$ cat config.mk
export PLATFORM = sky130hd
export DESIGN_NAME = tcblb_ctrl
export DESIGN_NICKNAME = d
export VERILOG_FILES = /design/src/sv/tcblb_pkg.sv /design/src/sv/tcblb_ctrl.sv
export SDC_FILE = /design/constraint.sdc
export NUM_CORES = 1
export LEC_CHECK = 0
export ABC_AREA = 1
export CORE_AREA = 2 2 39 41
export DETAILED_ROUTE_END_ITERATION = 16
export DIE_AREA = 0 0 41 43
export DONT_BUFFER_PORTS = 1
export GPL_ROUTABILITY_DRIVEN = 0
export SKIP_LAST_GASP = 1
export SLEW_MARGIN = 10
export SYNTH_ARGS = -nofsm -noshare
export SYNTH_HDL_FRONTEND = slang
export SYNTH_SLANG_ARGS = --single-unit
$ cat constraint.sdc
create_clock -name i_clk -period 1 [get_ports i_clk]
set_input_delay 0.1 -clock i_clk [delete_from_list [all_inputs] [get_ports i_clk]]
set_output_delay 0.1 -clock i_clk [all_outputs]
set_load 0.005 [all_outputs]
$ cat src/sv/tcblb_pkg.sv
`default_nettype none

package tcblb_pkg;

    // Request codes
    localparam logic REQ_PLACE = 1'b0;
    localparam logic REQ_QUERY = 1'b1;

    // Result status codes
    localparam logic [1:0] ST_OK    = 2'd0;
    localparam logic [1:0] ST_RANGE = 2'd1;
    localparam logic [1:0] ST_SAT   = 2'd2;

    // Controller to datapath commands
    typedef struct packed {
        logic clr;       // clear sweep step
        logic capture;   // latch request fields
        logic rd;        // read both loads and both histogram entries
        logic eval;      // pick bin, write its load, read histogram slot
        logic upd;       // write histogram slot
        logic load_out;  // load the output register
    } t_cmd;

    // Datapath to controller status
    typedef struct packed {
        logic clr_last;  // last entry of the clear sweep
        logic out_free;  // output register can take a result
    } t_sts;

endpackage

`default_nettype wire

$ cat src/sv/tcblb_ctrl.sv
`default_nettype none

module tcblb_ctrl (
    input  wire               i_clk,
    input  wire               i_rst_n,
    input  wire               i_valid,
    input  tcblb_pkg::t_sts   i_sts,
    output tcblb_pkg::t_cmd   o_cmd,
    output logic              o_stall
);

    typedef enum logic [2:0] {
        S_CLEAR,
        S_IDLE,
        S_READ,
        S_EVAL,
        S_UPD,
        S_DONE
    } t_state;

    t_state r_state;
    t_state n_state;

    always_comb begin
        n_state = r_state;
        unique case (r_state)
            S_CLEAR: if (i_sts.clr_last) n_state = S_IDLE;
            S_IDLE:  if (i_valid) n_state = S_READ;
            S_READ:  n_state = S_EVAL;
            S_EVAL:  n_state = S_UPD;
            S_UPD:   n_state = S_DONE;
            S_DONE:  if (i_sts.out_free) n_state = S_IDLE;
            default: n_state = S_CLEAR;
        endcase
    end

    always_ff @(posedge i_clk) begin
        if (!i_rst_n) begin
            r_state <= S_CLEAR;
        end else begin
            r_state <= n_state;
        end
    end

    always_comb begin
        o_cmd.clr      = (r_state == S_CLEAR);
        o_cmd.capture  = (r_state == S_IDLE) && i_valid;
        o_cmd.rd       = (r_state == S_READ);
        o_cmd.eval     = (r_state == S_EVAL);
        o_cmd.upd      = (r_state == S_UPD);
        o_cmd.load_out = (r_state == S_DONE) && i_sts.out_free;
        o_stall        = (r_state != S_IDLE);
    end

endmodule

`default_nettype wire

---- Yosys cells after proc, flatten, opt, wreduce, memory -nomap -nowiden ----
Index checks and enable logic that the tools add are counted.
word-level totals
  register bits after elaboration ......... 3
  input port bits ......................... 5
  output and inout bits ................... 7
operators by class
  eq/ne operators ......................... 9
  mux-type cells .......................... 4
  reduce and logical (&&, ||, !) cells .... 4
operators by type and width
  kind                                                                     number
  3-bit one-hot mux with 6 select lines                                    1
  3-bit two-way mux                                                        3
  3-bit by 2-bit == test with 1-bit output, second input constant          2
  3-bit == test, second input constant                                     2
  2-bit inequality test, second input constant                             3
  3-bit by 1-bit == test with 1-bit output, second input constant          1
  3-bit zero test                                                          1
  3-bit by 1-bit inequality test with 1-bit output, second input constant  1
  3-bit AND reduction                                                      1
  1-bit logical AND                                                        2

---- Longest topological paths before layout ----
Gate-level depths: netlist of the first run.
  depth in word-level cells ............... 3
  mapped depth ............................ 5

---- Least setup slack after synthesis of the first run ----
OpenSTA, ideal clock, no wires.
  path kind ............................... reg2reg
  start point ............................. register r_state[0]
  end point ............................... register r_state[0]
  arrival ................................. 0.768 ns
  data required time ...................... 0.889 ns
  setup slack ............................. 0.122 ns
  cell stages (with the launch flop) ...... 6
  period minus slack after synthesis ...... 0.878 ns
  path through ............................ dfxtp_1 -> nor2_1 -> nand3b_1 -> nand3_2 -> nor2_2 -> nor2_1
between the ends
  longest elaborated chain between the ends .. 3
  elaborated cells between the ends (all ways) .. 11
RTL lines
  item                                    RTL line          text
  start, declared                         tcblb_ctrl.sv:21  t_state r_state;
  start signal, assigned                  tcblb_ctrl.sv:41  r_state <= n_state;
  3-bit == test (tied with other cells)   tcblb_ctrl.sv:26  unique case (r_state)
  2-bit inequality test (no source line)  --
  3-bit AND reduction (no source line)    --
Several ways; a longest one is shown, not always the timed one.
A chain may end at the register's enable or synchronous reset.

==> out/qor.txt, run 1 <==
H-tree depth = 1
area used by multi-input combinational logic = 163 um^2
Peak supply drop = 0.433 mV
shortest period the worst path allows = 0.986 ns
met1 layer usage reported by global route = 8.01%
library cell contributing the largest single delay on the critical path = dfxtp_4
sort of element at the end of the critical path = primary output
drt total wl = 531 um
leakage power figure = 0.125 nW
Largest register FFs = 3
max_slew headroom = 89.4%
longest individual stage delay on the worst path = 0.35 ns
I/O pin total = 12
Maximum Capacitance Violations = 0
total setup violations reported at the end of the flow = 0
worst-path maximum fanout = 5
Post-Synthesis Mean Instance Area = 6.73 um^2
Inserted Diodes = 0
critical-path cell list = inv_4 -> nand2_2 -> nor2_2
GR peak layer = met2
WHS Path Cells = 2
Placed Area = 235 um^2
Design Area, Final = 318 um^2
global routing met3 resource utilization = 3.14%
CTS tree = yes
total of buffers placed on input and output ports = 0
Post-Route Skew = 0.00154 ns
path category of the worst min-delay check = in -> reg
DP HPWL = 413 um
Clock Root Buffer = clkbuf_4
ANT nets after route = 0
total count of max-transition violations in the final report = 0
die boundary height = 43 um
post-synthesis cell type count = 14
total power per unit cell area = 1620 nW/um^2
cell count along the critical path = 3
kind of critical path = reg -> out
GRT Resource Usage Total = 7.32%
synthesized netlist cell count = 32
number of buffers and inverters on the critical path = 1
initial antenna violation count = 0
count of fill cells added during filler insertion = 160
number of buffers on the longest clock path = 2
starting density of the core = 15.6%
number of global-route vias before repair = 202
overall die width = 41 um
Top Registers = r_state x3
data required time of the worst path = 0.90 ns
kind of cell adding the most delay to the critical path = flip-flops
starting DRC count in detailed routing = 0
Largest Register = r_state
actual slew at the worst max-slew pin = 0.158 ns
result of the run = completed
core region area = 1380 um^2
Synth Register Bits = 3
Final #Nets = 43
final worst-path setup slack = 0.0143 ns
num rows = 14
DRC errors left = 0
commonest non-fill, non-tap cell in the layout = nor2_2
share of the cycle needed by the critical path after routing = 98.6%
Avg Vias per Cell = 4.09
maximum number of pins on one net before global-route repair = 8
nets in the synthesized netlist = 37
flip-flop and latch area = 71.3 um^2
number of setup buffers added after CTS = 0
later-pin clock latency in the skew report = 0.23 ns
depth of the worst register-to-register path = 5
Fmax = 1010 MHz
clock net sink count = 3
leading cell types in the layout, fill and taps excluded = nor2_2 (7), nand2_1 (3), inv_1 (3), clkbuf_4 (3), dfxtp_4 (3)
met2 layer usage reported by global route = 9.38%
hold violation total from the final report = 0
wire length of the first global-routing pass = 786 um
first-pass iteration count of the detailed router = 1
startpoint kind of the worst setup timing path = flip-flop
post-DR wirelength/cell = 10.0 um
combined area of all synthesized cells = 215 um^2
share of layout cells above drive strength 1 = 64.9%
global-route congestion overflow total = 0
number of clock buffers inserted by TritonCTS = 3
setup repair after global routing missed its margin = yes
proportion of synthesized chip area in sequential cells = 27.9%
Placement Setup Slack = -0.00127 ns
P&R area growth vs syn = 47.7%
via count = 217
clk slew on worst S/H paths = 0.04 ns
floorplan die area = 1760 um^2
number of warning messages in the yosys log = 0
worst endpoint data arrival time = 0.89 ns
[cells by family after synthesis]
logic type | share of synthesized area, %
AND/OR/NAND/NOR | 61.6
buffers and inverters | 10.5
flip-flops | 27.9
[Yosys cell counts]
cell / n / area, um^2
dfxtp_1: 3 / 60.1
nand4_1: 2 / 12.5
nand2_2: 1 / 6.26
nand2_1: 4 / 15.0
nand3b_1: 2 / 15.0
nor3_1: 1 / 5.00
inv_1: 4 / 15.0
nand3_2: 1 / 10.0
inv_2: 2 / 7.51
nor3_2: 1 / 10.0
nor3b_2: 1 / 12.5
nor2_1: 6 / 22.5
nand3_1: 1 / 5.00
nor2_2: 3 / 18.8
[what timing repair did]
item | in CTS | in global routing
endpoints found under the setup margin | 7 | 7
hold buffers | 1 | 0
resized for setup | 7 | 11
hold endpoints to repair | 1 | 0
pin swaps | 1 | 3
[area by class of cell]
cell class                      instances  area share, %
Timing Repair Buffer                    1           3.15
Tap cell                               16           6.30
Clock buffer                            4           8.27
Sequential cell                         3           22.4
Inverter                                6           8.66
Multi-Input combinational cell         23           51.2
[through the flow]
stage / cells / hold slack [ns] / util (%) / power [mW] / TNS (ns)
2_1_floorplan: 32 / 0.228 / - / 0.249 / 0
5_1_grt: 53 / 0.0434 / 23.0 / 0.554 / -0.142
6_report: 53 / 0.0330 / 23.0 / 0.514 / 0
3_5_place_dp: 48 / 0.238 / 17.0 / 0.269 / -0.00127
3_3_place_gp: 48 / 0.235 / 17.0 / 0.266 / 0
4_1_cts: 53 / 0.0359 / 21.0 / 0.506 / -0.0204
[per-layer routing]
| layer | vias to the layer above | share of wire [%] | wire (um) |
|---|---|---|---|
| met2 | 8 | 47 | 247 |
| met3 | 2 | 7.5 | 40 |
| li1 | 114 | - | - |
| met4 | 0 | 1.7 | 9 |
| met5 | - | 0 | 0 |
| met1 | 93 | 44 | 234 |
[power breakdown]
| group | switching [mW] | internal, mW |
|---|---|---|
| sequential | 0.0287 | 0.136 |
| clock | 0.0621 | 0.149 |
| combinational | 0.0824 | 0.0555 |
[path summary, 6_finish.rpt]
kind,startpoint,end,slack (ns)
hold / removal,i_rst_n,r_state[2]$_SDFFE_PN0P_,0.03
setup reg to reg,r_state[0]$_SDFFE_PN0P_,r_state[0]$_SDFFE_PN0P_,0.08
hold reg to reg,r_state[2]$_SDFFE_PN0P_,r_state[1]$_SDFFE_PN0P_,0.60
setup / recovery,r_state[1]$_SDFFE_PN0P_,o_cmd[1],0.01
(Power assumes the default switching activity.)
==> run 2: changes to the inputs <==
clock period = 0.98 ns   (was 1 ns; I/O delays follow)
==> out/qor.txt, run 2 (synthesized netlist as in run 1, its figures left out) <==
number of buffers on the longest clock path = 2 (unchanged)
part of the power in registers = 29.9% (-2.1 points)
Maximum Capacitance Violations = 0 (unchanged)
critical-path cell list = inv_4 -> buf_4 -> nor2_2
share of layout cells above drive strength 1 = 67.5% (+2.6 points)
die boundary height = 43 um (unchanged)
worst-path maximum fanout = 4 (-1)
number of buffers and inverters on the critical path = 2 (+1)
overall die width = 41 um (unchanged)
H-tree depth = 1 (unchanged)
worst endpoint data arrival time = 0.88 ns (about the same)
I/O pin total = 12 (unchanged)
count of fill cells added during filler insertion = 161 (+0.63%)
number of global-route vias before repair = 208 (+3.0%)
actual slew at the worst max-slew pin = 0.147 ns (-0.0117 ns)
kind of cell adding the most delay to the critical path = flip-flops
longest individual stage delay on the worst path = 0.36 ns (about the same)
maximum number of pins on one net before global-route repair = 8 (unchanged)
Largest Register = r_state
clock network fraction of design power = 38.8% (-2.3 points)
DP HPWL = 413 um (unchanged)
core region area = 1380 um^2 (unchanged)
floorplan die area = 1760 um^2 (unchanged)
total power per unit cell area = 1560 nW/um^2 (-3.6%)
global routing met3 resource utilization = 3.14% (unchanged)
Fmax = 1020 MHz
met2 layer usage reported by global route = 10.9% (+1.6 points)
drt total wl = 558 um (+5.1%)
number of clock buffers inserted by TritonCTS = 3 (unchanged)
leakage power figure = 0.149 nW (+19%)
sort of element at the end of the critical path = primary output
post-DR wirelength/cell = 9.96 um (-0.54%)
Internal Dissipation = 367 uW (+7.8%)
Top Registers = r_state x3
data required time of the worst path = 0.88 ns (-0.02 ns)
Avg Vias per Cell = 4.16 (+1.6%)
commonest non-fill, non-tap cell in the layout = nor2_2
depth of the worst register-to-register path = 6 (+1)
library cell contributing the largest single delay on the critical path = dfxtp_4
P&R area growth vs syn = 65.7%
hold violation total from the final report = 0 (unchanged)
Hold EP = r_state[2]$_SDFFE_PN0P_
Clock Root Buffer = clkbuf_4
Peak supply drop = 0.453 mV (+4.6%)
path category of the worst min-delay check = in -> reg
Reg2Reg Launch Point = r_state[1]$_SDFFE_PN0P_
Post-Route Skew = 0.00154 ns (unchanged)
DRC errors left = 0 (unchanged)
CTS tree = yes
setup repair after global routing missed its margin = yes
switching part of the total = 33.9% (+0.25 points)
starting DRC count in detailed routing = 2 (+2)
share of the cycle needed by the critical path after routing = 100%
initial antenna violation count = 0 (unchanged)
clock net sink count = 3 (unchanged)
first-pass iteration count of the detailed router = 2 (+1)
WHS Path Cells = 2 (unchanged)
Placed Area = 235 um^2 (unchanged)
total count of max-transition violations in the final report = 0 (unchanged)
total setup violations reported at the end of the flow = 0 (unchanged)
r2r endpoint = r_state[0]$_SDFFE_PN0P_
startpoint kind of the worst setup timing path = flip-flop
Largest register FFs = 3 (unchanged)
starting density of the core = 15.6% (unchanged)
max_slew headroom = 90.2% (+0.80 points)
total of buffers placed on input and output ports = 0 (unchanged)
Inserted Diodes = 0 (unchanged)
num rows = 14 (unchanged)
via count = 233 (+7.4%)
area used by multi-input combinational logic = 179 um^2 (+10%)
later-pin clock latency in the skew report = 0.23 ns (about the same)
flip-flop and latch area = 71.3 um^2 (unchanged)
result of the run = completed
GR peak layer = met2
overall power = 556 uW (+8.2%)
Final #Nets = 46 (+7.0%)
shortest period the worst path allows = 0.980 ns
ANT nets after route = 0 (unchanged)
Hold Startpoint = i_rst_n
wire length of the first global-routing pass = 834 um (+6.1%)
Design Area, Final = 357 um^2 (+12%)
met1 layer usage reported by global route = 7.69% (-0.32 points)
kind of critical path = reg -> out
Net Switching = 189 uW (+9.0%)
combinational share of power = 31.3% (+4.5 points)
global-route congestion overflow total = 0 (unchanged)
internal reg-to-reg setup slack = 0.04 ns (-0.04 ns)
clk slew on worst S/H paths = 0.04 ns (about the same)
GRT Resource Usage Total = 7.72% (+0.40 points)
-- run 2: cell count changes in the layout (fill, tap and decap cells not counted) --
cell     change
buf_4        +3
nand2_2      -1
nand2_4      +1
nor2_2       -1
nor2_4       +1
nor3_2       -1
nor3_4       +1
-- run 2: final cells by class --
type	count	share of cell area [%]
repair buffers	4	9.12
multi-input cells	23	50.2
inverters	6	7.72
flip-flops and latches	3	20.0
well taps	16	5.61
clock buffers	4	7.37
-- run 2: layer usage --
metal	share of wire, %	vias to the layer above
met4	1.6	0
li1	-	120
met5	0	-
met3	6.8	2
met2	52	8
met1	40	103
-- run 2: worst max path at each step --
stage / start / to / slack (ns) / cells after the start
floorplan: r_state[0]$_SDFFE_PN0P_ / r_state[0]$_SDFFE_PN0P_ / 0.10 / 5
global placement: r_state[0]$_SDFFE_PN0P_ / r_state[0]$_SDFFE_PN0P_ / -0.004 / 5
detailed placement: r_state[0]$_SDFFE_PN0P_ / r_state[0]$_SDFFE_PN0P_ / -0.02 / 5
CTS: r_state[1]$_SDFFE_PN0P_ / o_cmd[3] / -0.04 / 3
global route: r_state[0]$_SDFFE_PN0P_ / r_state[0]$_SDFFE_PN0P_ / -0.05 / 5
finish: r_state[1]$_SDFFE_PN0P_ / o_cmd[3] / 0.0004 / 3
-- run 2: power by group through the flow --
stage	combinational (mW)	sequential (mW)	clock (mW)
floorplan	0.101	0.154	0
global placement	0.114	0.157	0
detailed placement	0.117	0.158	0
CTS	0.148	0.168	0.225
global route	0.197	0.170	0.234
finish	0.174	0.166	0.216
-- run 2: through the flow --
step	setup TNS, ns	utilization (%)	std cells	hold slack [ns]	worst slack [ns]
floorplan	0	-	32	0.226	0.102
global placement	-0.00442	17.0	48	0.233	-0.00442
detailed placement	-0.0213	17.0	48	0.236	-0.0213
CTS	-0.0796	23.6	54	0.0321	-0.0386
global route	-0.186	25.8	56	0.0414	-0.0509
finish	0	25.8	56	0.0310	0.000359
-- run 2: repair_timing --
action	CTS	global route
endpoints found under the hold margin	1	0
gates resized for setup	16	5
setup buffers	1	2
hold buffers	1	0
pin swaps	4	4
endpoints found under the setup margin	7	7
==> run 3: changes to the inputs <==
CTS_CLUSTER_DIAMETER = 30   (was default)
clock period = 0.9 ns   (was 0.98 ns; I/O delays follow)
==> out/qor.txt, run 3 (synthesized netlist as in run 1, its figures left out) <==
result of the run = finished with violations
violations in the final reports = setup timing
initial antenna violation count = 0 (unchanged)
worst-path maximum fanout = 5 (+1)
number of clock buffers inserted by TritonCTS = 3 (unchanged)
clk slew on worst S/H paths = 0.04 ns (about the same)
path category of the worst min-delay check = in -> reg
GRT Resource Usage Total = 9.21% (+1.5 points)
share of layout cells above drive strength 1 = 73.1% (+5.6 points)
Largest Register = r_state
ANT nets after route = 0 (unchanged)
post-DR wirelength/cell = 10.0 um (+0.51%)
leading cell types in the layout, fill and taps excluded = buf_4 (8), buf_6 (6), nor2_4 (4)
DRC errors left = 0 (unchanged)
total of buffers placed on input and output ports = 0 (unchanged)
starting DRC count in detailed routing = 7 (+5)
wire length of the first global-routing pass = 1010 um (+22%)
hold violation total from the final report = 0 (unchanged)
Post-Route Skew = 0.000261 ns (-0.00128 ns)
max_slew headroom = 88.5% (-1.7 points)
critical-path cell list = inv_6 -> nand2_4 -> nor2_4 -> buf_6
core region area = 1380 um^2 (unchanged)
overall die width = 41 um (unchanged)
maximum number of pins on one net before global-route repair = 6 (-2)
P&R area growth vs syn = 130%
data required time of the worst path = 0.81 ns (-0.07 ns)
num rows = 14 (unchanged)
longest individual stage delay on the worst path = 0.35 ns (about the same)
I/O pin total = 12 (unchanged)
kind of critical path = reg -> out
final worst-path setup slack = -0.123 ns (-0.124 ns)
commonest non-fill, non-tap cell in the layout = buf_4
Peak supply drop = 0.445 mV (-1.9%)
setup repair after global routing missed its margin = yes
global-route congestion overflow total = 0 (unchanged)
Final #Nets = 58 (+26%)
Clock Root Buffer = clkbuf_4
number of buffers and inverters on the critical path = 2 (unchanged)
number of buffers on the longest clock path = 2 (unchanged)
number of global-route vias before repair = 255 (+23%)
share of the cycle needed by the critical path after routing = 114%
startpoint kind of the worst setup timing path = flip-flop
die boundary height = 43 um (unchanged)
drt total wl = 681 um (+22%)
Fmax = 977 MHz
sort of element at the end of the critical path = primary output
Top Registers = r_state x3
DP HPWL = 434 um (+4.9%)
via count = 286 (+23%)
actual slew at the worst max-slew pin = 0.172 ns (+0.0253 ns)
first-pass iteration count of the detailed router = 2 (unchanged)
total power per unit cell area = 1480 nW/um^2 (-5.4%)
CTS tree = yes
kind of cell adding the most delay to the critical path = flip-flops
library cell contributing the largest single delay on the critical path = dfxtp_4
worst hold slack = 0.158 ns (+0.127 ns)
floorplan die area = 1760 um^2 (unchanged)
clock net sink count = 3 (unchanged)
later-pin clock latency in the skew report = 0.23 ns (about the same)
Placement Setup Slack = -0.0627 ns (-0.0414 ns)
worst endpoint data arrival time = 0.93 ns (+0.05 ns)
shortest period the worst path allows = 1.02 ns
Avg Vias per Cell = 4.21 (+1.1%)
Largest register FFs = 3 (unchanged)
total setup violations reported at the end of the flow = 10 (+10)
Inserted Diodes = 0 (unchanged)
starting density of the core = 15.6% (unchanged)
total count of max-transition violations in the final report = 0 (unchanged)
H-tree depth = 1 (unchanged)
leakage power figure = 0.213 nW (+43%)
Maximum Capacitance Violations = 0 (unchanged)
-- run 3: cell count changes in the layout (fill, tap and decap cells not counted), moves of 2 or more --
| cell | delta |
|---|---|
| buf_6 | +6 |
| buf_4 | +5 |
| inv_6 | +2 |
| nor2_2 | -3 |
| nor2_4 | +2 |
-- run 3: worst reg2reg max path, stage by stage (launching register included) --
cell      delay [ns]
dfxtp_4         0.40
inv_6           0.06
buf_4           0.13
nand3b_1        0.11
nand3_2         0.09
nor2_2          0.09
nor2_1          0.04
-- run 3: worst paths after layout --
kind / start / end / slack, ns / cells after the start
worst min register to register: r_state[1]$_SDFFE_PN0P_ / r_state[1]$_SDFFE_PN0P_ / 0.64 / 3
worst min-delay path: i_sts[1] / r_state[0]$_SDFFE_PN0P_ / 0.16 / 3
worst max register to register: r_state[2]$_SDFFE_PN0P_ / r_state[0]$_SDFFE_PN0P_ / -0.12 / 6
worst max-delay path: r_state[1]$_SDFFE_PN0P_ / o_cmd[1] / -0.12 / 4
-- run 3: routing by layer --
metal | part of all wire, % | track usage (%) | routed length (um) | up-vias
li1 | - | - | - | 143
met1 | 34 | 9.55 | 233 | 135
met2 | 61 | 11.9 | 414 | 8
met3 | 5.0 | 6.28 | 34 | 0
met4 | 0 | 8.00 | 0 | 0
met5 | 0 | 0 | 0 | -
-- run 3: final cells by class --
type                       instances  area [um^2]
multi-input combinational         23          195
tap                               16         20.0
fill                             149          888
timing repair buffer              16          148
sequential                         3         71.3
clock buffer                       4         26.3
inverter                           6         35.0
-- run 3: report_power, final --
group	internal (mW)	total, mW	switching (mW)
clock network	0.166	0.231	0.0649
registers	0.151	0.182	0.0314
logic	0.173	0.318	0.145
-- run 3: per-stage QoR --
stage / instance area, um^2 / util [%] / std cells / setup TNS [ns] / power (mW)
after floorplan: 215 / - / 32 / 0 / 0.277
after global placement: 280 / 20.3 / 54 / -0.0647 / 0.339
after detailed placement: 280 / 20.3 / 54 / -0.118 / 0.342
after CTS: 404 / 29.2 / 66 / -1.02 / 0.662
after global routing: 495 / 35.8 / 68 / -1.62 / 0.808
final: 495 / 35.8 / 68 / -0.987 / 0.731
-- run 3: what timing repair did --
action	in CTS	in global routing
hold endpoints to repair	1	1
hold buffers	1	1
endpoints found under the setup margin	10	10
pin swaps	4	3
cloned	0	0
gates resized for setup	14	19
setup buffers	7	1
